==> config.mk <==
export PLATFORM = sky130hd
export DESIGN_NAME = tpj_entry_unit
export DESIGN_NICKNAME = d
export VERILOG_FILES = /design/src/tpj_pkg.sv /design/src/tpj_entry_unit.sv
export SDC_FILE = /design/constraint.sdc
export NUM_CORES = 2
export LEC_CHECK = 0
export BUFFER_PORTS_ARGS = -buffer_cell sky130_fd_sc_hd__buf_2
export CAP_MARGIN = 20
export CORE_AREA = 2 2 270 272
export DETAILED_ROUTE_END_ITERATION = 16
export DIE_AREA = 0 0 272 274
export PLACE_DENSITY = 0.84
export SETUP_SLACK_MARGIN = 0.05
export SYNTH_ARGS = -nofsm -noshare
export SYNTH_HDL_FRONTEND = slang
export SYNTH_SLANG_ARGS = --single-unit
==> constraint.sdc <==
create_clock -name clk -period 8.4 [get_ports clk]
set_input_delay 1.68 -clock clk [delete_from_list [all_inputs] [get_ports clk]]
set_output_delay 1.68 -clock clk [all_outputs]
set_load 0.01 [all_outputs]
==> src/tpj_pkg.sv <==
// Shared types, constants and helper functions of the turret pose and Jacobian unit.
`default_nettype none

package tpj_pkg;

    // Joint count of the arm; the Jacobian has one column per joint
    localparam int JOINT_COUNT = 3;

    // CORDIC constants in Q.28
    localparam logic signed [31:0] Q28_PI      = 32'sd843314857;
    localparam logic signed [31:0] Q28_HALF_PI = 32'sd421657428;
    localparam logic signed [31:0] Q28_GAIN    = 32'sd163008219;
    localparam int                 ATAN_LEN    = 24;

    // Scale factors that bring every product to Q.40
    localparam logic signed [15:0] TRIG_ONE  = 16'sd16384;  // 1.0 in Q.14
    localparam logic signed [15:0] SCALE_Q28 = 16'sd4096;   // Q.28 -> Q.40
    localparam logic signed [15:0] SCALE_Q26 = 16'sd16384;  // Q.26 -> Q.40
    localparam logic signed [15:0] ONE_Q12   = 16'sd4096;

    // Register map
    localparam logic ADDR_BASE_OFFSET = 1'b0;
    localparam logic signed [15:0] BASE_OFFSET_RESET = 16'sd2048;

    // Function select codes
    localparam logic FUNC_POSE     = 1'b0;
    localparam logic FUNC_JACOBIAN = 1'b1;

    // Matrix extents
    localparam logic [2:0] POSE_LAST_ROW = 3'd2;
    localparam logic [1:0] POSE_LAST_COL = 2'd3;
    localparam logic [2:0] JAC_LAST_ROW  = 3'd5;
    localparam logic [1:0] JAC_LAST_COL  = 2'(JOINT_COUNT - 1);

    // One rotation lane: vector and residual angle, all Q.28
    typedef struct packed {
        logic signed [31:0] x;
        logic signed [31:0] y;
        logic signed [31:0] z;
    } cordic_lane_t;

    // Per-item side data that travels with the rotation lanes
    typedef struct packed {
        logic              func;
        logic signed [15:0] q3;
        logic              flip1;
        logic              flip2;
    } item_info_t;

    // atan(2^-i) in Q.28, rounded to nearest
    function automatic logic signed [31:0] atan_q28(input int unsigned idx);
        logic signed [31:0] a;
        unique case (idx)
            0:  a = 32'sd210828714;
            1:  a = 32'sd124459457;
            2:  a = 32'sd65760959;
            3:  a = 32'sd33381290;
            4:  a = 32'sd16755422;
            5:  a = 32'sd8385879;
            6:  a = 32'sd4193963;
            7:  a = 32'sd2097109;
            8:  a = 32'sd1048571;
            9:  a = 32'sd524287;
            10: a = 32'sd262144;
            11: a = 32'sd131072;
            12: a = 32'sd65536;
            13: a = 32'sd32768;
            14: a = 32'sd16384;
            15: a = 32'sd8192;
            16: a = 32'sd4096;
            17: a = 32'sd2048;
            18: a = 32'sd1024;
            19: a = 32'sd512;
            20: a = 32'sd256;
            21: a = 32'sd128;
            22: a = 32'sd64;
            23: a = 32'sd32;
            default: a = 32'sd0;
        endcase
        return a;
    endfunction

    // One CORDIC micro-rotation toward z = 0
    function automatic cordic_lane_t cordic_rotate(input cordic_lane_t lane,
                                                   input int unsigned sft);
        logic signed [31:0] xs;
        logic signed [31:0] ys;
        logic signed [31:0] zs;
        cordic_lane_t       r;
        xs = lane.x;
        ys = lane.y;
        zs = lane.z;
        if (zs >= 0)
        begin
            r.x = xs - (ys >>> sft);
            r.y = ys + (xs >>> sft);
            r.z = zs - atan_q28(sft);
        end
        else
        begin
            r.x = xs + (ys >>> sft);
            r.y = ys - (xs >>> sft);
            r.z = zs + atan_q28(sft);
        end
        return r;
    endfunction

    // Undo the half-turn fold and round Q.28 half up to Q.14
    function automatic logic signed [15:0] round_q14(input logic signed [31:0] v,
                                                     input logic flip);
        logic signed [31:0] f;
        logic signed [31:0] s;
        f = flip ? -v : v;
        s = f + 32'sd8192;
        return s[29:14];
    endfunction

endpackage

`default_nettype wire

==> src/tpj_entry_unit.sv <==
// Matrix entry sequencer: walks the entries of one item and forms each value in a multiply pipe.
`default_nettype none

module tpj_entry_unit (
    input  wire                         clk,
    input  wire                         rst_n,
    input  wire signed [15:0]           base_offset,
    input  wire                         chain_valid,
    input  wire tpj_pkg::cordic_lane_t  chain_lane1,
    input  wire tpj_pkg::cordic_lane_t  chain_lane2,
    input  wire tpj_pkg::item_info_t    chain_info,
    output logic                        load,
    output logic                        m_tvalid,
    input  wire                         m_tready,
    output logic [31:0]                 m_tdata,   // row[2:0], col[4:3], value[24:5], zeros
    output logic                        m_tlast
);
    import tpj_pkg::*;

    // sequencer state
    logic               busy_reg;
    logic [2:0]         row_reg;
    logic [1:0]         col_reg;
    logic               func_reg;
    logic signed [15:0] q3_reg;
    logic signed [15:0] s1_reg;
    logic signed [15:0] c1_reg;
    logic signed [15:0] s2_reg;
    logic signed [15:0] c2_reg;

    // multiply pipe
    logic               va_reg;
    logic               vb_reg;
    logic signed [31:0] p1_reg;
    logic signed [15:0] ca_reg;
    logic               nega_reg;
    logic               nega_b_reg;
    logic signed [15:0] adda_reg;
    logic signed [15:0] addb_reg;
    logic [2:0]         rowa_reg;
    logic [2:0]         rowb_reg;
    logic [1:0]         cola_reg;
    logic [1:0]         colb_reg;
    logic               lasta_reg;
    logic               lastb_reg;
    logic signed [47:0] p2_reg;

    // output register
    logic               out_valid_reg;
    logic [2:0]         out_row_reg;
    logic [1:0]         out_col_reg;
    logic [19:0]        out_value_reg;
    logic               out_last_reg;

    logic               pipe_adv;
    logic               issue;
    logic               at_last;
    logic               seq_free;
    logic [2:0]         last_row;
    logic [1:0]         last_col;
    logic signed [15:0] op_a;
    logic signed [15:0] op_b;
    logic signed [15:0] op_c;
    logic               op_neg;
    logic signed [15:0] op_add;
    logic signed [31:0] p1_next;
    logic signed [47:0] p2_next;
    logic signed [48:0] p2_signed;
    logic signed [48:0] p2_round;
    logic signed [20:0] value_sum;

    // handshake and sequencing
    assign pipe_adv = !out_valid_reg || m_tready;
    assign issue    = busy_reg && pipe_adv;
    assign last_row = (func_reg == FUNC_JACOBIAN) ? JAC_LAST_ROW : POSE_LAST_ROW;
    assign last_col = (func_reg == FUNC_JACOBIAN) ? JAC_LAST_COL : POSE_LAST_COL;
    assign at_last  = (row_reg == last_row) && (col_reg == last_col);
    assign seq_free = !busy_reg || (issue && at_last);
    assign load     = chain_valid && seq_free;

    // operand selection: value = round(+-a*b*c in Q.40 to Q.12) + add
    always_comb
    begin
        op_a   = 16'sd0;
        op_b   = 16'sd0;
        op_c   = 16'sd0;
        op_neg = 1'b0;
        op_add = 16'sd0;
        unique case ({func_reg, row_reg, col_reg})
            {FUNC_POSE, 3'd0, 2'd0}:
            begin
                op_a = c1_reg; op_b = c2_reg; op_c = SCALE_Q28;
            end
            {FUNC_POSE, 3'd0, 2'd1}:
            begin
                op_a = s1_reg; op_b = TRIG_ONE; op_c = SCALE_Q28; op_neg = 1'b1;
            end
            {FUNC_POSE, 3'd0, 2'd2}:
            begin
                op_a = s2_reg; op_b = c1_reg; op_c = SCALE_Q28; op_neg = 1'b1;
            end
            {FUNC_POSE, 3'd0, 2'd3}:
            begin
                op_a = s2_reg; op_b = c1_reg; op_c = q3_reg; op_neg = 1'b1;
            end
            {FUNC_POSE, 3'd1, 2'd0}:
            begin
                op_a = s1_reg; op_b = c2_reg; op_c = SCALE_Q28;
            end
            {FUNC_POSE, 3'd1, 2'd1}:
            begin
                op_a = c1_reg; op_b = TRIG_ONE; op_c = SCALE_Q28;
            end
            {FUNC_POSE, 3'd1, 2'd2}:
            begin
                op_a = s1_reg; op_b = s2_reg; op_c = SCALE_Q28; op_neg = 1'b1;
            end
            {FUNC_POSE, 3'd1, 2'd3}:
            begin
                op_a = s1_reg; op_b = s2_reg; op_c = q3_reg; op_neg = 1'b1;
            end
            {FUNC_POSE, 3'd2, 2'd0}:
            begin
                op_a = s2_reg; op_b = TRIG_ONE; op_c = SCALE_Q28;
            end
            {FUNC_POSE, 3'd2, 2'd2}:
            begin
                op_a = c2_reg; op_b = TRIG_ONE; op_c = SCALE_Q28;
            end
            {FUNC_POSE, 3'd2, 2'd3}:
            begin
                op_a = q3_reg; op_b = c2_reg; op_c = SCALE_Q26; op_add = base_offset;
            end
            {FUNC_JACOBIAN, 3'd0, 2'd0}:
            begin
                op_a = s1_reg; op_b = s2_reg; op_c = q3_reg;
            end
            {FUNC_JACOBIAN, 3'd0, 2'd1}:
            begin
                op_a = c1_reg; op_b = c2_reg; op_c = q3_reg; op_neg = 1'b1;
            end
            {FUNC_JACOBIAN, 3'd0, 2'd2}:
            begin
                op_a = s2_reg; op_b = c1_reg; op_c = SCALE_Q28; op_neg = 1'b1;
            end
            {FUNC_JACOBIAN, 3'd1, 2'd0}:
            begin
                op_a = s2_reg; op_b = c1_reg; op_c = q3_reg; op_neg = 1'b1;
            end
            {FUNC_JACOBIAN, 3'd1, 2'd1}:
            begin
                op_a = s1_reg; op_b = c2_reg; op_c = q3_reg; op_neg = 1'b1;
            end
            {FUNC_JACOBIAN, 3'd1, 2'd2}:
            begin
                op_a = s1_reg; op_b = s2_reg; op_c = SCALE_Q28; op_neg = 1'b1;
            end
            {FUNC_JACOBIAN, 3'd2, 2'd1}:
            begin
                op_a = q3_reg; op_b = s2_reg; op_c = SCALE_Q26; op_neg = 1'b1;
            end
            {FUNC_JACOBIAN, 3'd2, 2'd2}:
            begin
                op_a = c2_reg; op_b = TRIG_ONE; op_c = SCALE_Q28;
            end
            {FUNC_JACOBIAN, 3'd3, 2'd1}:
            begin
                op_a = s1_reg; op_b = TRIG_ONE; op_c = SCALE_Q28;
            end
            {FUNC_JACOBIAN, 3'd4, 2'd1}:
            begin
                op_a = c1_reg; op_b = TRIG_ONE; op_c = SCALE_Q28; op_neg = 1'b1;
            end
            {FUNC_JACOBIAN, 3'd5, 2'd0}:
            begin
                op_add = ONE_Q12;
            end
            default:
            begin
                op_a = 16'sd0;
            end
        endcase
    end

    // arithmetic of the pipe
    assign p1_next   = op_a * op_b;
    assign p2_next   = p1_reg * ca_reg;
    assign p2_signed = nega_b_reg ? -{p2_reg[47], p2_reg} : {p2_reg[47], p2_reg};
    assign p2_round  = p2_signed + (49'sd1 <<< 27);
    assign value_sum = p2_round[48:28] + {{5{addb_reg[15]}}, addb_reg};

    // sequencer control
    always_ff @(posedge clk or negedge rst_n)
    begin
        if (!rst_n)
        begin
            busy_reg <= 1'b0;
            row_reg  <= 3'd0;
            col_reg  <= 2'd0;
        end
        else if (load)
        begin
            busy_reg <= 1'b1;
            row_reg  <= 3'd0;
            col_reg  <= 2'd0;
        end
        else if (issue)
        begin
            if (at_last)
                busy_reg <= 1'b0;
            else if (col_reg == last_col)
            begin
                col_reg <= 2'd0;
                row_reg <= row_reg + 3'd1;
            end
            else
                col_reg <= col_reg + 2'd1;
        end
    end

    // trig of the item being walked
    always_ff @(posedge clk)
    begin
        if (load)
        begin
            func_reg <= chain_info.func;
            q3_reg   <= chain_info.q3;
            c1_reg   <= round_q14(chain_lane1.x, chain_info.flip1);
            s1_reg   <= round_q14(chain_lane1.y, chain_info.flip1);
            c2_reg   <= round_q14(chain_lane2.x, chain_info.flip2);
            s2_reg   <= round_q14(chain_lane2.y, chain_info.flip2);
        end
    end

    // pipe occupancy
    always_ff @(posedge clk or negedge rst_n)
    begin
        if (!rst_n)
        begin
            va_reg        <= 1'b0;
            vb_reg        <= 1'b0;
            out_valid_reg <= 1'b0;
        end
        else if (pipe_adv)
        begin
            va_reg        <= issue;
            vb_reg        <= va_reg;
            out_valid_reg <= vb_reg;
        end
    end

    // pipe payload
    always_ff @(posedge clk)
    begin
        if (pipe_adv)
        begin
            p1_reg        <= p1_next;
            ca_reg        <= op_c;
            nega_reg      <= op_neg;
            adda_reg      <= op_add;
            rowa_reg      <= row_reg;
            cola_reg      <= col_reg;
            lasta_reg     <= at_last;
            p2_reg        <= p2_next;
            nega_b_reg    <= nega_reg;
            addb_reg      <= adda_reg;
            rowb_reg      <= rowa_reg;
            colb_reg      <= cola_reg;
            lastb_reg     <= lasta_reg;
            out_row_reg   <= rowb_reg;
            out_col_reg   <= colb_reg;
            out_value_reg <= value_sum[19:0];
            out_last_reg  <= lastb_reg;
        end
    end

    assign m_tvalid = out_valid_reg;
    assign m_tdata  = {7'd0, out_value_reg, out_col_reg, out_row_reg};
    assign m_tlast  = out_last_reg;

endmodule

`default_nettype wire

==> results.json <==
{
  "status": "finished, final reports clean",
  "wl_per_cell_um": 18.7,
  "r2r-start": "row_reg[0]$_DFFE_PN0P_",
  "synth_edf_count": 249,
  "cts_tree": "built",
  "ys_ff_latch": 258,
  "vias": 31100,
  "slew_viol_final": 0,
  "grt_start_max_net_pins": 114,
  "synth.distinct_cells": 82,
  "die_h_um": 274,
  "yosysWarningCount": 0,
  "hold_class": "register to register",
  "grt_pass1_vias": 32900,
  "grtUsageTotal_pct": 27.9,
  "dpl.hpwl_mm": 81.4,
  "cts_buffers": 29,
  "fin_crit_sh_pct": 95.6,
  "grt_setup_unrepaired": "false",
  "dieArea_um2": 74500,
  "fin_skew_ns": 0.0263,
  "clock_latency_ns": 0.61,
  "async_flop_share_pct": 3.49,
  "syn_avg_cell_area_um2": 9.59,
  "drt_iter0_markers": 2695,
  "fmax_mhz": 125,
  "crit_required_ns": 8.73,
  "multi_input_area_um2": 29700,
  "antenna_found_initial": 3,
  "largest_register_ffs": 48,
  "startpoint_type": "register",
  "tns_ns": 0,
  "min_period_ns": 8.03,
  "crit_path_max_fanout": 11,
  "clk_transition_reported_paths_ns": 0.07,
  "hold_buffers": 0,
  "die_w_um": 272,
  "num_io_pins": 266,
  "most-common-layout-cells": "inv_1 (796), fa_1 (750), nand2_1 (531)",
  "row_count": 99,
  "arrival_ns": 8.36,
  "setup_viol": 0,
  "seq_area_frac_synth_pct": 18.8,
  "gp_congestion": 0.985,
  "clkSinkCount": 258,
  "clockBufferDepth": 3,
  "final_nets": 5658,
  "synth_area_um2": 41100,
  "slew_headroom_pct": 27.3,
  "end_kind": "register",
  "pre_cts_ws_ns": 0.0794,
  "vias_per_cell": 5.73,
  "drv_cap": 0,
  "dr.pass1.iters": 6,
  "min_from": "adda_reg[14]$_DFFE_PN_",
  "root_buffer": "clkbuf_16",
  "synth-main-ff-cell": "edfxtp_1",
  "final_common_cell": "inv_1",
  "core-area_um2": 72000,
  "worst_pin_slew_ns": 1.09,
  "antenna_left": 0,
  "cts_max_level": 1,
  "start_util_pct": 57.1,
  "critical_path.max_stage_delay_ns": 0.51,
  "grt_pass1_wl_mm": 167,
  "nFillCells": 5555,
  "worstSetupPathType": "register to register",
  "crit_start": "row_reg[0]$_DFFE_PN0P_",
  "slowest_stage": "fa_1",
  "portBuffers": 186,
  "drive_gt1_share_pct": 9.58,
  "seqCellArea_um2": 7700,
  "worst_slack_ns": 0.369,
  "cp_common_cell": "fa_1",
  "drc": 0,
  "grt_overflow": 0,
  "syn2layout_area_growth_pct": 8.42,
  "routed_wl_mm": 102,
  "finalHoldViolations": 0,
  "synth_cells": 4281
}
synthesized netlist by cell type, drive strengths merged (13+ instances only):
cell type	instances	area, um2
a222oi	24	240
buf	16	98.8
inv	798	3000
clkbuf	171	642
or3	14	87.6
and2	226	1410
o21ai	93	469
nand3	37	185
xnor2	178	1560
nand4	27	184
a22oi	31	233
nor3	27	135
ha	231	2890
o21bai	17	128
edfxtp	249	7480
a31oi	20	125
o31ai	14	110
xor2	66	578
nor4	26	190
a21oi	113	566
a21o	51	384
nand2b	66	413
nor2	279	1050
nand2	532	2000
o21a	17	128
o22ai	13	81.3
fa	750	15000
or2	25	156
nor2b	21	131
layer usage:
metal | share of wire [%] | GRT usage [%]
met5 | 0.023 | 0
met4 | 5.1 | 12.3
met3 | 8.8 | 4.87
met2 | 49 | 47.6
met1 | 37 | 35.1
path summary, 6_finish.rpt:
path	depth (start not counted)	slack (ns)	end
worst max register to register	29	0.37	p1_reg[31]$_DFFE_PN_
worst min-delay path	0	0.41	addb_reg[14]$_DFFE_PN_
worst min register to register	0	0.41	addb_reg[14]$_DFFE_PN_
worst max-delay path	29	0.37	p1_reg[31]$_DFFE_PN_
min in group asynchronous	1	0.93	col_reg[1]$_DFFE_PN0P_
max in group asynchronous	1	7.28	col_reg[0]$_DFFE_PN0P_
worst max-delay path: cells and delay by family (launching register included):
family,cells,cell delay (ns)
AOI/OAI and AO/OA,11,2.52
buffers and inverters,6,0.85
and+or+nand+nor,3,0.54
adders and majority gates,8,3.32
DFF,1,0.44
xor gates and xnor gates,1,0.08
logic make-up after synthesis:
logic type / after synthesis / synth area share [%]
AND/OR/NAND/NOR: 1326 / 15.4
buffers and inverters: 985 / 9.10
adder cells (fa/ha/maj): 983 / 43.6
AO/OA/AOI/OAI: 479 / 7.80
flip-flops: 258 / 18.8
XOR/XNOR: 244 / 5.20
multiplexers: 5 / 0.131
other: 1 / 0.00913
what timing repair did:
item,CTS,global route
setup buffers,0,9
setup endpoints to repair,1,8
pin swaps,0,3
hold endpoints to repair,0,0
resized for setup,2,14
layout make-up:
cell class	count	share of cell area, %
repair buffers	315	4.43
well taps	959	2.69
flip-flops and latches	258	17.3
clock inverters	21	0.452
inverters	798	6.74
diodes	1	0.00562
clock buffers	33	1.66
multi-input cells	3044	66.7
through the flow:
stage | cells | utilization [%] | hold WS [ns] | cell area [um2]
after floorplan | 4287 | - | 0.400 | 41100
after global placement | 5364 | 60.4 | 0.400 | 43400
after detailed placement | 5365 | 60.4 | 0.405 | 43400
after CTS | 5419 | 61.7 | 0.418 | 44400
after global routing | 5428 | 61.9 | 0.425 | 44500
final | 5429 | 61.9 | 0.412 | 44500
Power is not shown: default switching activity piles up to over one toggle a cycle in this logic, so the estimate is an artifact.
