File: config.mk
export PLATFORM = sky130hd
export DESIGN_NAME = tpj_cordic_cell
export DESIGN_NICKNAME = d
export VERILOG_FILES = /design/src/tpj_pkg.sv /design/src/tpj_cordic_cell.sv
export SDC_FILE = /design/constraint.sdc
export NUM_CORES = 1
export LEC_CHECK = 0
export ABC_AREA = 1
export BUFFER_PORTS_ARGS = -buffer_cell sky130_fd_sc_hd__buf_2
export CAP_MARGIN = 20
export CORE_UTILIZATION = 49
export CTS_BUF_LIST = sky130_fd_sc_hd__clkbuf_4 sky130_fd_sc_hd__clkbuf_8
export DETAILED_ROUTE_END_ITERATION = 6
export GPL_TIMING_DRIVEN = 0
export HOLD_SLACK_MARGIN = 0.15
export PLACE_DENSITY = 0.69
export SLEW_MARGIN = 25
export SYNTH_ARGS = -nofsm -noshare
export SYNTH_HDL_FRONTEND = slang
export SYNTH_SLANG_ARGS = --single-unit
File: constraint.sdc
create_clock -name clk -period 1 [get_ports clk]
set_clock_uncertainty 0.1 [all_clocks]
set_input_delay 0.15 -clock clk [delete_from_list [all_inputs] [get_ports clk]]
set_output_delay 0.15 -clock clk [all_outputs]
set_load 0.05 [all_outputs]
File: src/tpj_pkg.sv
// Shared types, constants and helper functions of the turret pose and Jacobian unit.
`default_nettype none

package tpj_pkg;

    // Joint count of the arm; the Jacobian has one column per joint
    localparam int JOINT_COUNT = 3;

    // CORDIC constants in Q.28
    localparam logic signed [31:0] Q28_PI      = 32'sd843314857;
    localparam logic signed [31:0] Q28_HALF_PI = 32'sd421657428;
    localparam logic signed [31:0] Q28_GAIN    = 32'sd163008219;
    localparam int                 ATAN_LEN    = 24;

    // Scale factors that bring every product to Q.40
    localparam logic signed [15:0] TRIG_ONE  = 16'sd16384;  // 1.0 in Q.14
    localparam logic signed [15:0] SCALE_Q28 = 16'sd4096;   // Q.28 -> Q.40
    localparam logic signed [15:0] SCALE_Q26 = 16'sd16384;  // Q.26 -> Q.40
    localparam logic signed [15:0] ONE_Q12   = 16'sd4096;

    // Register map
    localparam logic ADDR_BASE_OFFSET = 1'b0;
    localparam logic signed [15:0] BASE_OFFSET_RESET = 16'sd2048;

    // Function select codes
    localparam logic FUNC_POSE     = 1'b0;
    localparam logic FUNC_JACOBIAN = 1'b1;

    // Matrix extents
    localparam logic [2:0] POSE_LAST_ROW = 3'd2;
    localparam logic [1:0] POSE_LAST_COL = 2'd3;
    localparam logic [2:0] JAC_LAST_ROW  = 3'd5;
    localparam logic [1:0] JAC_LAST_COL  = 2'(JOINT_COUNT - 1);

    // One rotation lane: vector and residual angle, all Q.28
    typedef struct packed {
        logic signed [31:0] x;
        logic signed [31:0] y;
        logic signed [31:0] z;
    } cordic_lane_t;

    // Per-item side data that travels with the rotation lanes
    typedef struct packed {
        logic              func;
        logic signed [15:0] q3;
        logic              flip1;
        logic              flip2;
    } item_info_t;

    // atan(2^-i) in Q.28, rounded to nearest
    function automatic logic signed [31:0] atan_q28(input int unsigned idx);
        logic signed [31:0] a;
        unique case (idx)
            0:  a = 32'sd210828714;
            1:  a = 32'sd124459457;
            2:  a = 32'sd65760959;
            3:  a = 32'sd33381290;
            4:  a = 32'sd16755422;
            5:  a = 32'sd8385879;
            6:  a = 32'sd4193963;
            7:  a = 32'sd2097109;
            8:  a = 32'sd1048571;
            9:  a = 32'sd524287;
            10: a = 32'sd262144;
            11: a = 32'sd131072;
            12: a = 32'sd65536;
            13: a = 32'sd32768;
            14: a = 32'sd16384;
            15: a = 32'sd8192;
            16: a = 32'sd4096;
            17: a = 32'sd2048;
            18: a = 32'sd1024;
            19: a = 32'sd512;
            20: a = 32'sd256;
            21: a = 32'sd128;
            22: a = 32'sd64;
            23: a = 32'sd32;
            default: a = 32'sd0;
        endcase
        return a;
    endfunction

    // One CORDIC micro-rotation toward z = 0
    function automatic cordic_lane_t cordic_rotate(input cordic_lane_t lane,
                                                   input int unsigned sft);
        logic signed [31:0] xs;
        logic signed [31:0] ys;
        logic signed [31:0] zs;
        cordic_lane_t       r;
        xs = lane.x;
        ys = lane.y;
        zs = lane.z;
        if (zs >= 0)
        begin
            r.x = xs - (ys >>> sft);
            r.y = ys + (xs >>> sft);
            r.z = zs - atan_q28(sft);
        end
        else
        begin
            r.x = xs + (ys >>> sft);
            r.y = ys - (xs >>> sft);
            r.z = zs + atan_q28(sft);
        end
        return r;
    endfunction

    // Undo the half-turn fold and round Q.28 half up to Q.14
    function automatic logic signed [15:0] round_q14(input logic signed [31:0] v,
                                                     input logic flip);
        logic signed [31:0] f;
        logic signed [31:0] s;
        f = flip ? -v : v;
        s = f + 32'sd8192;
        return s[29:14];
    endfunction

endpackage

`default_nettype wire

File: src/tpj_cordic_cell.sv
// One CORDIC cell: a micro-rotation of both angle lanes, registered toward the next cell.
`default_nettype none

module tpj_cordic_cell #(
    parameter int unsigned STAGE = 0
) (
    input  wire                         clk,
    input  wire                         rst_n,
    input  wire                         adv,
    input  wire                         in_valid,
    input  wire tpj_pkg::cordic_lane_t  in_lane1,
    input  wire tpj_pkg::cordic_lane_t  in_lane2,
    input  wire tpj_pkg::item_info_t    in_info,
    output logic                        out_valid,
    output tpj_pkg::cordic_lane_t       out_lane1,
    output tpj_pkg::cordic_lane_t       out_lane2,
    output tpj_pkg::item_info_t         out_info
);
    import tpj_pkg::*;

    logic         valid_reg;
    cordic_lane_t lane1_reg;
    cordic_lane_t lane2_reg;
    cordic_lane_t lane1_next;
    cordic_lane_t lane2_next;
    item_info_t   info_reg;

    // rotate both lanes by this cell's fixed step
    always_comb
    begin
        lane1_next = cordic_rotate(in_lane1, STAGE);
        lane2_next = cordic_rotate(in_lane2, STAGE);
    end

    // occupancy
    always_ff @(posedge clk or negedge rst_n)
    begin
        if (!rst_n)
            valid_reg <= 1'b0;
        else if (adv)
            valid_reg <= in_valid;
    end

    // payload
    always_ff @(posedge clk)
    begin
        if (adv)
        begin
            lane1_reg <= lane1_next;
            lane2_reg <= lane2_next;
            info_reg  <= in_info;
        end
    end

    assign out_valid = valid_reg;
    assign out_lane1 = lane1_reg;
    assign out_lane2 = lane2_reg;
    assign out_info  = info_reg;

endmodule

`default_nettype wire

==> results.ini, run 1 <==
[logic_synthesis]
syn_area_um2 = 24300
seq_area_frac_synth = 0.259
yosysTopAreaCell = edfxtp_1
yosysUniqueCellTypes = 46
synthCells = 3826
yosysWarnings = 0
synth_edf_count = 209
ys.flop_type = edfxtp_1
post-synth-top-area-fraction = 0.258
synthArstFlopShare = 0.00476
synth_area_leaders = edfxtp_1, nand2_1, ha_1
syn_nets = 4293
syn_area_per_cell_um2 = 6.36
yosysMostFrequentCell = nand2_1
ys_ff_latch = 210
synth_common_cells = nand2_1, inv_1, nand3_1

[floorplan]
initial_core_util = 0.497
boundaryPins = 427
die_y_um = 225
rows = 81
die_w_um = 225

[clock_network]
cts.path.max_buffers = 3
cts_num_sinks = 210
htreeDepth = 2
cts_root_buf = clkbuf_8
cts_buffers = 37

[place]
dp_hpwl_um = 77200
place_area_um2 = 31200
port_buffers = 425
post-place-ws_ps = -1610
gp_congestion = 0.979

[global_routing]
track_usage = 0.827
overflow = 230
grt_max_degree = 66

[outcome]
lastStage = global routing (5_1_grt)
run_status = did not finish
firstError = [ERROR GRT-0232] Routing congestion too high. Check the congestion heatmap in the GUI.

[sta]
crit_endpoint = out_info[17]
worst-ep-kind = output port

==> per-layer routing <==
layer,overflow,GRT usage
met1,11,0.834
met5,0,0.500
met2,95,0.942
met3,18,0.738
met4,106,0.778
==> logic make-up after synthesis <==
family / count (synthesis) / share of synthesized area
and+or+nand+nor: 2062 / 0.347
adders and majority gates: 252 / 0.132
xor gates and xnor gates: 100 / 0.0360
muxes: 5 / 0.00211
DFF: 210 / 0.259
AOI/OAI and AO/OA: 470 / 0.106
buffers and inverters: 727 / 0.118
==> what timing repair did <==
action | in CTS
setup endpoints to repair | 467
gates cloned | 12
endpoints found under the hold margin | 203
buffers inserted | 253
gates resized for setup | 1687
hold buffers | 30
pin swaps | 605
==> stage by stage <==
step	cells	setup TNS [ps]	util
detailed placement	4917	-304300	0.637
floorplan	3826	-122820	-
global placement	4915	-857110	0.635
CTS	5256	-156030	0.828
==> run 2, diff against run 1 <==
--- a/config.mk
+++ b/config.mk
@@ -8,12 +8,10 @@
 export ABC_AREA = 1
 export BUFFER_PORTS_ARGS = -buffer_cell sky130_fd_sc_hd__buf_2
 export CAP_MARGIN = 20
-export CORE_UTILIZATION = 49
-export CTS_BUF_LIST = sky130_fd_sc_hd__clkbuf_4 sky130_fd_sc_hd__clkbuf_8
+export CORE_UTILIZATION = 34
 export DETAILED_ROUTE_END_ITERATION = 6
 export GPL_TIMING_DRIVEN = 0
-export HOLD_SLACK_MARGIN = 0.15
-export PLACE_DENSITY = 0.69
+export PLACE_DENSITY_LB_ADDON = 0.15
 export SLEW_MARGIN = 25
 export SYNTH_ARGS = -nofsm -noshare
 export SYNTH_HDL_FRONTEND = slang
==> results.ini, run 2 <==
[clock_network]
htreeDepth = 1  ; was 2
cts_tree = yes
cts_buffers = 26  ; was 37
hold_buffers = 28  ; was 30
cts.path.max_buffers = 3  ; unchanged
cts_root_buf = clkbuf_16  ; was clkbuf_8
cts_num_sinks = 210  ; unchanged
clkLatencyLatePin_ps = 570
clk_pin_slew_worst_paths_ps = 60

[floorplan]
initial_core_util = 0.346  ; was 0.497
boundaryPins = 427  ; unchanged
die_y_um = 270  ; was 225 µm
coreArea_um2 = 70400
die-area_um2 = 72700
die_w_um = 270  ; was 225 µm
rows = 97  ; was 81

[cells_and_area]
post-route-util = 0.644
fin_nets = 5154
mostFrequentLayoutCells = nand2_1, inv_1, nand2_2
area_growth_syn_to_layout_pct = 86.3
final_common_cell = nand2_1
fin_cells = 5647
postLayoutCellArea_um2 = 45400
drive_gt1_frac = 0.574

[place]
dp_hpwl_um = 83000  ; was 77200 µm
place_area_um2 = 31500  ; was 31200 µm²
port_buffers = 425  ; unchanged
post-place-ws_ps = -1580  ; was -1610 ps
gp_congestion = 0.960  ; was 0.979
place_inst = 5193  ; was 4917

[global_routing]
grt_pass1_wl_um = 163000
overflow = 0
track_usage = 0.288
antenna_found_initial = 3
grt_pass1_vias = 28100
grt_max_degree = 90

[sta]
worst_pin_slew_ps = 945
setup_viol = 389
slew_viol_final = 0
fin_crit_sh = 1.61
setup_ws_ps = -613
max_freq_mhz = 620
rsz0062_at_grt = yes
period_minus_slack_ps = 1610
timing.hold.ws_ps = -125
final_hold_viol_count = 56
maxSlewHeadroom = 0.370
tns_ps = -161250

[logic_synthesis]
synth_top_family_by_area = simple AND/OR/NAND/NOR gates  ; unchanged
synth_compound_area_frac = 0.106  ; unchanged
synth_area_leaders = edfxtp_1, nand2_1, ha_1  ; unchanged
synthSimpleGateAreaFrac = 0.347  ; unchanged
seq_area_frac_synth = 0.259  ; unchanged
post-synth-top-area-fraction = 0.258  ; unchanged
synth_edf_count = 209  ; unchanged
synth_mux_area_frac = 0.00211  ; unchanged
syn_area_per_cell_um2 = 6.36  ; unchanged
synth_xor_area_frac = 0.0360  ; unchanged
yosysUniqueCellTypes = 46  ; unchanged
synth_common_cells = nand2_1, inv_1, nand3_1  ; unchanged
synth_fa_ha_area_frac = 0.132  ; unchanged
ys.flop_type = edfxtp_1  ; unchanged
synthArstFlopShare = 0.00476  ; unchanged
synthCells = 3826  ; unchanged
yosysMostFrequentCell = nand2_1  ; unchanged
ys_ff_latch = 210  ; unchanged
syn_nets = 4293  ; unchanged
yosysTopAreaCell = edfxtp_1  ; unchanged
yosysWarnings = 0  ; unchanged
syn_area_um2 = 24300  ; unchanged

[routing]
via_per_inst = 5.21
via_count = 29400
drt-initial-drc-count = 2311
drc = 0
post_drt_wl_per_cell_um = 20.0
first_pass_iters = 6
drtAntennaViolNets = 0
wirelength_um = 113000

[pwr]
power.total_mw = 53.6
leakage_nw = 21.0
switching_power_mw = 24.1
seqPwrFrac = 0.224
power_density_nw_per_um2 = 1180
worst_ir_drop_vdd_mv = 1.36
p_int_mw = 29.5
p_clk_frac = 0.179
p_sw_frac = 0.450
p_comb_frac = 0.597

[hold_path]
hold_start = adv
holdPathEnd = out_lane1[27]
worstHoldPathCells = 1
hp-class = primary input to flop

[setup_path]
arrival_ps = 1910
reg2reg_depth = 1
crit_start = in_lane2[31]
critPathLaunchType = primary input
regToRegStartpoint = out_valid
crit_type = primary input to flop
timing.rr.end = out_valid
crit_fanout = 6
endpoint_kind = flop
rrSetupSlack_ps = 130
critical_path_required_ps = 1300

[flow_run]
cap_viol_max_count = 0

[outcome]
run_status = complete, but fails checks  ; was did not finish
violations = negative hold slack, negative setup slack

[run 2: cell counts after synthesis]
Identical to the previous run, type by type.
[run 2: layout make-up]
class / count / area (µm²)
inverters: 642 / 2870
clock inverters: 11 / 100
plain buffers: 68 / 973
flip-flops and latches: 210 / 6300
diodes: 1 / 2.50
fillers: 5770 / 25000
repair buffers: 850 / 8290
clock buffers: 36 / 739
well taps: 940 / 1180
multi-input cells: 2889 / 24900
[run 2: routing by layer]
metal / vias up / global-route usage / part of all wire
met5: - / 0 / 0.00021
met3: 226 / 0.0459 / 0.073
met4: 4 / 0.0866 / 0.035
met1: 14100 / 0.384 / 0.42
li1: 13900 / - / -
met2: 1145 / 0.474 / 0.47
[run 2: power groups by stage]
stage / registers, mW / logic (mW) / clock network, mW
after floorplan: 16.2 / 10.9 / 0
after global placement: 11.9 / 21.2 / 0
after detailed placement: 11.9 / 21.2 / 0
after CTS: 12.0 / 28.1 / 9.88
after global routing: 12.1 / 33.6 / 10.2
final: 12.0 / 32.0 / 9.58
[run 2: worst max-delay path, cell delays in order]
cell and delay, ps:
buf_12 120, inv_12 30, clkbuf_16 150, buf_16 150, ha_4 320, nand2_4 90, nor2_4 130, inv_2 60
nor2_4 150, nand3_2 80, o211ai_1 200, xor2_1 260
[run 2: worst max path at each step]
stage / to / slack (ps)
after floorplan: out_lane1[27] / -1010
after global routing: out_lane2[29] / -680
after detailed placement: out_lane2[27] / -1580
final: out_lane2[19] / -610
after CTS: out_lane1[64] / -630
after global placement: out_valid / -3490
[run 2: what timing repair did]
item	in CTS	in global routing
endpoints found under the hold margin	106	59
pin swaps	625	554
gates cloned	10	3
buffers inserted	240	145
setup endpoints to repair	389	388
resized for setup	1726	811
[run 2: cells by family (layout without fill, tap and decap cells)]
group | Yosys count | count (layout)
xor gates and xnor gates | 100 | 100
other | 0 | 1
adders and majority gates | 252 | 252
muxes | 5 | 5
AOI/OAI and AO/OA | 470 | 470
and+or+nand+nor | 2062 | 2062
DFF | 210 | 210
buffers and inverters | 727 | 1607
Power figures use the tool's default switching activity.
==> run 3, diff against run 2 <==
==> constraint.sdc (replaced) <==
create_clock -name clk -period 1.79 [get_ports clk]
set_clock_uncertainty 0.1 [all_clocks]
set_input_delay 0.2685 -clock clk [delete_from_list [all_inputs] [get_ports clk]]
set_output_delay 0.2685 -clock clk [all_outputs]
set_load 0.05 [all_outputs]
==> results.ini, run 3 (synthesis results as in run 2) <==
[sta]
final_hold_viol_count = 0  ; was 56
maxSlewHeadroom = 0.335  ; was 0.370
period_minus_slack_ps = 1790
slew_viol_final = 0  ; unchanged
worst_pin_slew_ps = 997  ; was 945 ps
tns_ps = 0  ; was -161250 ps
timing.hold.ws_ps = 62.6  ; was -125 ps
setup_viol = 0  ; was 389
fin_crit_sh = 0.999
rsz0062_at_grt = yes  ; unchanged
max_freq_mhz = 559

[floorplan]
boundaryPins = 427  ; unchanged
initial_core_util = 0.346  ; unchanged
rows = 97  ; unchanged
coreArea_um2 = 70400  ; unchanged
die-area_um2 = 72700  ; unchanged
die_y_um = 270  ; unchanged
die_w_um = 270  ; unchanged

[setup_path]
endpoint_kind = flop  ; unchanged
arrival_ps = 2120  ; was 1910 ps
regToRegStartpoint = out_valid  ; unchanged
critPathLaunchType = primary input  ; unchanged
reg2reg_depth = 1  ; unchanged
crit_fanout = 10  ; was 6
timing.rr.end = out_valid  ; unchanged
critical_path_required_ps = 2120  ; was 1300 ps
crit_type = primary input to flop  ; unchanged
rrSetupSlack_ps = 900  ; was 130 ps

[place]
dp_hpwl_um = 81400  ; was 83000 µm
gp_congestion = 0.968  ; was 0.960
port_buffers = 425  ; unchanged
place_inst = 5193  ; unchanged

[routing]
drt-initial-drc-count = 2256  ; was 2311
wirelength_um = 98400  ; was 113000 µm
via_per_inst = 4.98  ; was 5.21
drc = 0  ; unchanged
via_count = 26500  ; was 29400
drtAntennaViolNets = 0  ; unchanged
post_drt_wl_per_cell_um = 18.5  ; was 20.0 µm
first_pass_iters = 6  ; unchanged

[pwr]
p_sw_frac = 0.453  ; was 0.450
p_int_mw = 13.6  ; was 29.5 mW
seqPwrFrac = 0.263  ; was 0.224
p_comb_frac = 0.494  ; was 0.597
power.total_mw = 24.9  ; was 53.6 mW
leakage_nw = 16.3  ; was 21.0 nW
p_clk_frac = 0.242  ; was 0.179
worst_ir_drop_vdd_mv = 0.789  ; was 1.36 mV
power_density_nw_per_um2 = 744  ; was 1180 nW/µm²
switching_power_mw = 11.3  ; was 24.1 mW

[hold_path]
hp-class = primary input to flop  ; unchanged
holdPathEnd = out_lane1[3]  ; was out_lane1[27]
hold_start = in_lane1[3]  ; was adv
worstHoldPathCells = 3  ; was 1

[global_routing]
grt_max_degree = 91  ; was 90
grt_pass1_vias = 24700  ; was 28100
track_usage = 0.260  ; was 0.288
overflow = 0  ; unchanged
antenna_found_initial = 5  ; was 3
grt_pass1_wl_um = 146000  ; was 163000 µm

[cells_and_area]
post-route-util = 0.475  ; was 0.644
final_common_cell = nand2_1  ; unchanged
fin_cells = 5322  ; was 5647
drive_gt1_frac = 0.295  ; was 0.574
fill_cells = 7306  ; was 5770
area_growth_syn_to_layout_pct = 37.3  ; was 86.3%
mostFrequentLayoutCells = nand2_1, inv_1, buf_2  ; was nand2_1, inv_1, nand2_2
fin_nets = 4825  ; was 5154

[clock_network]
clk_pin_slew_worst_paths_ps = 60  ; about the same
cts_buffers = 29  ; was 26
clkLatencyLatePin_ps = 590  ; was 570 ps
cts_root_buf = clkbuf_16  ; unchanged
cts.path.max_buffers = 3  ; unchanged
htreeDepth = 1  ; unchanged
cts_tree = yes  ; unchanged
cts_num_sinks = 210  ; unchanged

[outcome]
run_status = completed  ; was complete, but fails checks

[flow_run]
cap_viol_max_count = 0  ; unchanged

-- run 3: per-layer routing --
metal	part of all wire	track usage
met5	0.00027	0
met4	0.025	0.0586
met3	0.064	0.0312
met2	0.44	0.421
met1	0.47	0.367
-- run 3: power by group through the flow --
stage	logic, mW	clock network, mW	registers, mW
after detailed placement	11.6	0	6.65
after floorplan	5.87	0	9.06
final	12.3	6.03	6.55
after global routing	13.2	6.36	6.61
after global placement	11.6	0	6.67
after CTS	11.8	6.21	6.56
-- run 3: worst max-delay path by stage --
stage | from | cells after the start | endpoint | slack (ps)
final | in_lane2[31] | 5 | out_lane2[49] | 2
after global routing | in_lane1[31] | 15 | out_lane1[15] | -30
after CTS | in_lane1[31] | 13 | out_lane1[30] | -40
after detailed placement | in_lane2[31] | 13 | out_lane2[27] | -970
after global placement | adv | 2 | out_valid | -2990
after floorplan | in_lane1[31] | 15 | out_lane1[27] | -340
-- run 3: through the flow --
stage	worst slack (ps)	cell area (µm²)
2_1_floorplan	-342	27600
3_3_place_gp	-2990	30900
3_5_place_dp	-970	31000
4_1_cts	-40.4	32500
5_1_grt	-25.6	33400
6_report	1.84	33400
-- run 3: what timing repair did --
action	CTS	global route
hold buffers	27	3
buffers inserted	9	32
resized for setup	38	187
pin swaps	15	50
endpoints found under the hold margin	35	11
endpoints found under the setup margin	35	106
gates cloned	2	2
-- run 3: cell type report --
cell class              count  area [µm²]  area share
inverters                 642        2560      0.0767
clock buffers              36         752      0.0225
diodes                      1        2.50   0.0000749
multi-input cells        2889       18500       0.554
repair buffers            502        2970      0.0888
flip-flops and latches    210        6300       0.188
clock inverters            18         208     0.00621
well taps                 940        1180      0.0352
plain buffers              84         930      0.0278
-- run 3: worst max-delay path, stage by stage --
cell,delay [ps]
buf_8,120
clkbuf_1,610
buf_1,710
nand3_1,200
nand2_1,200
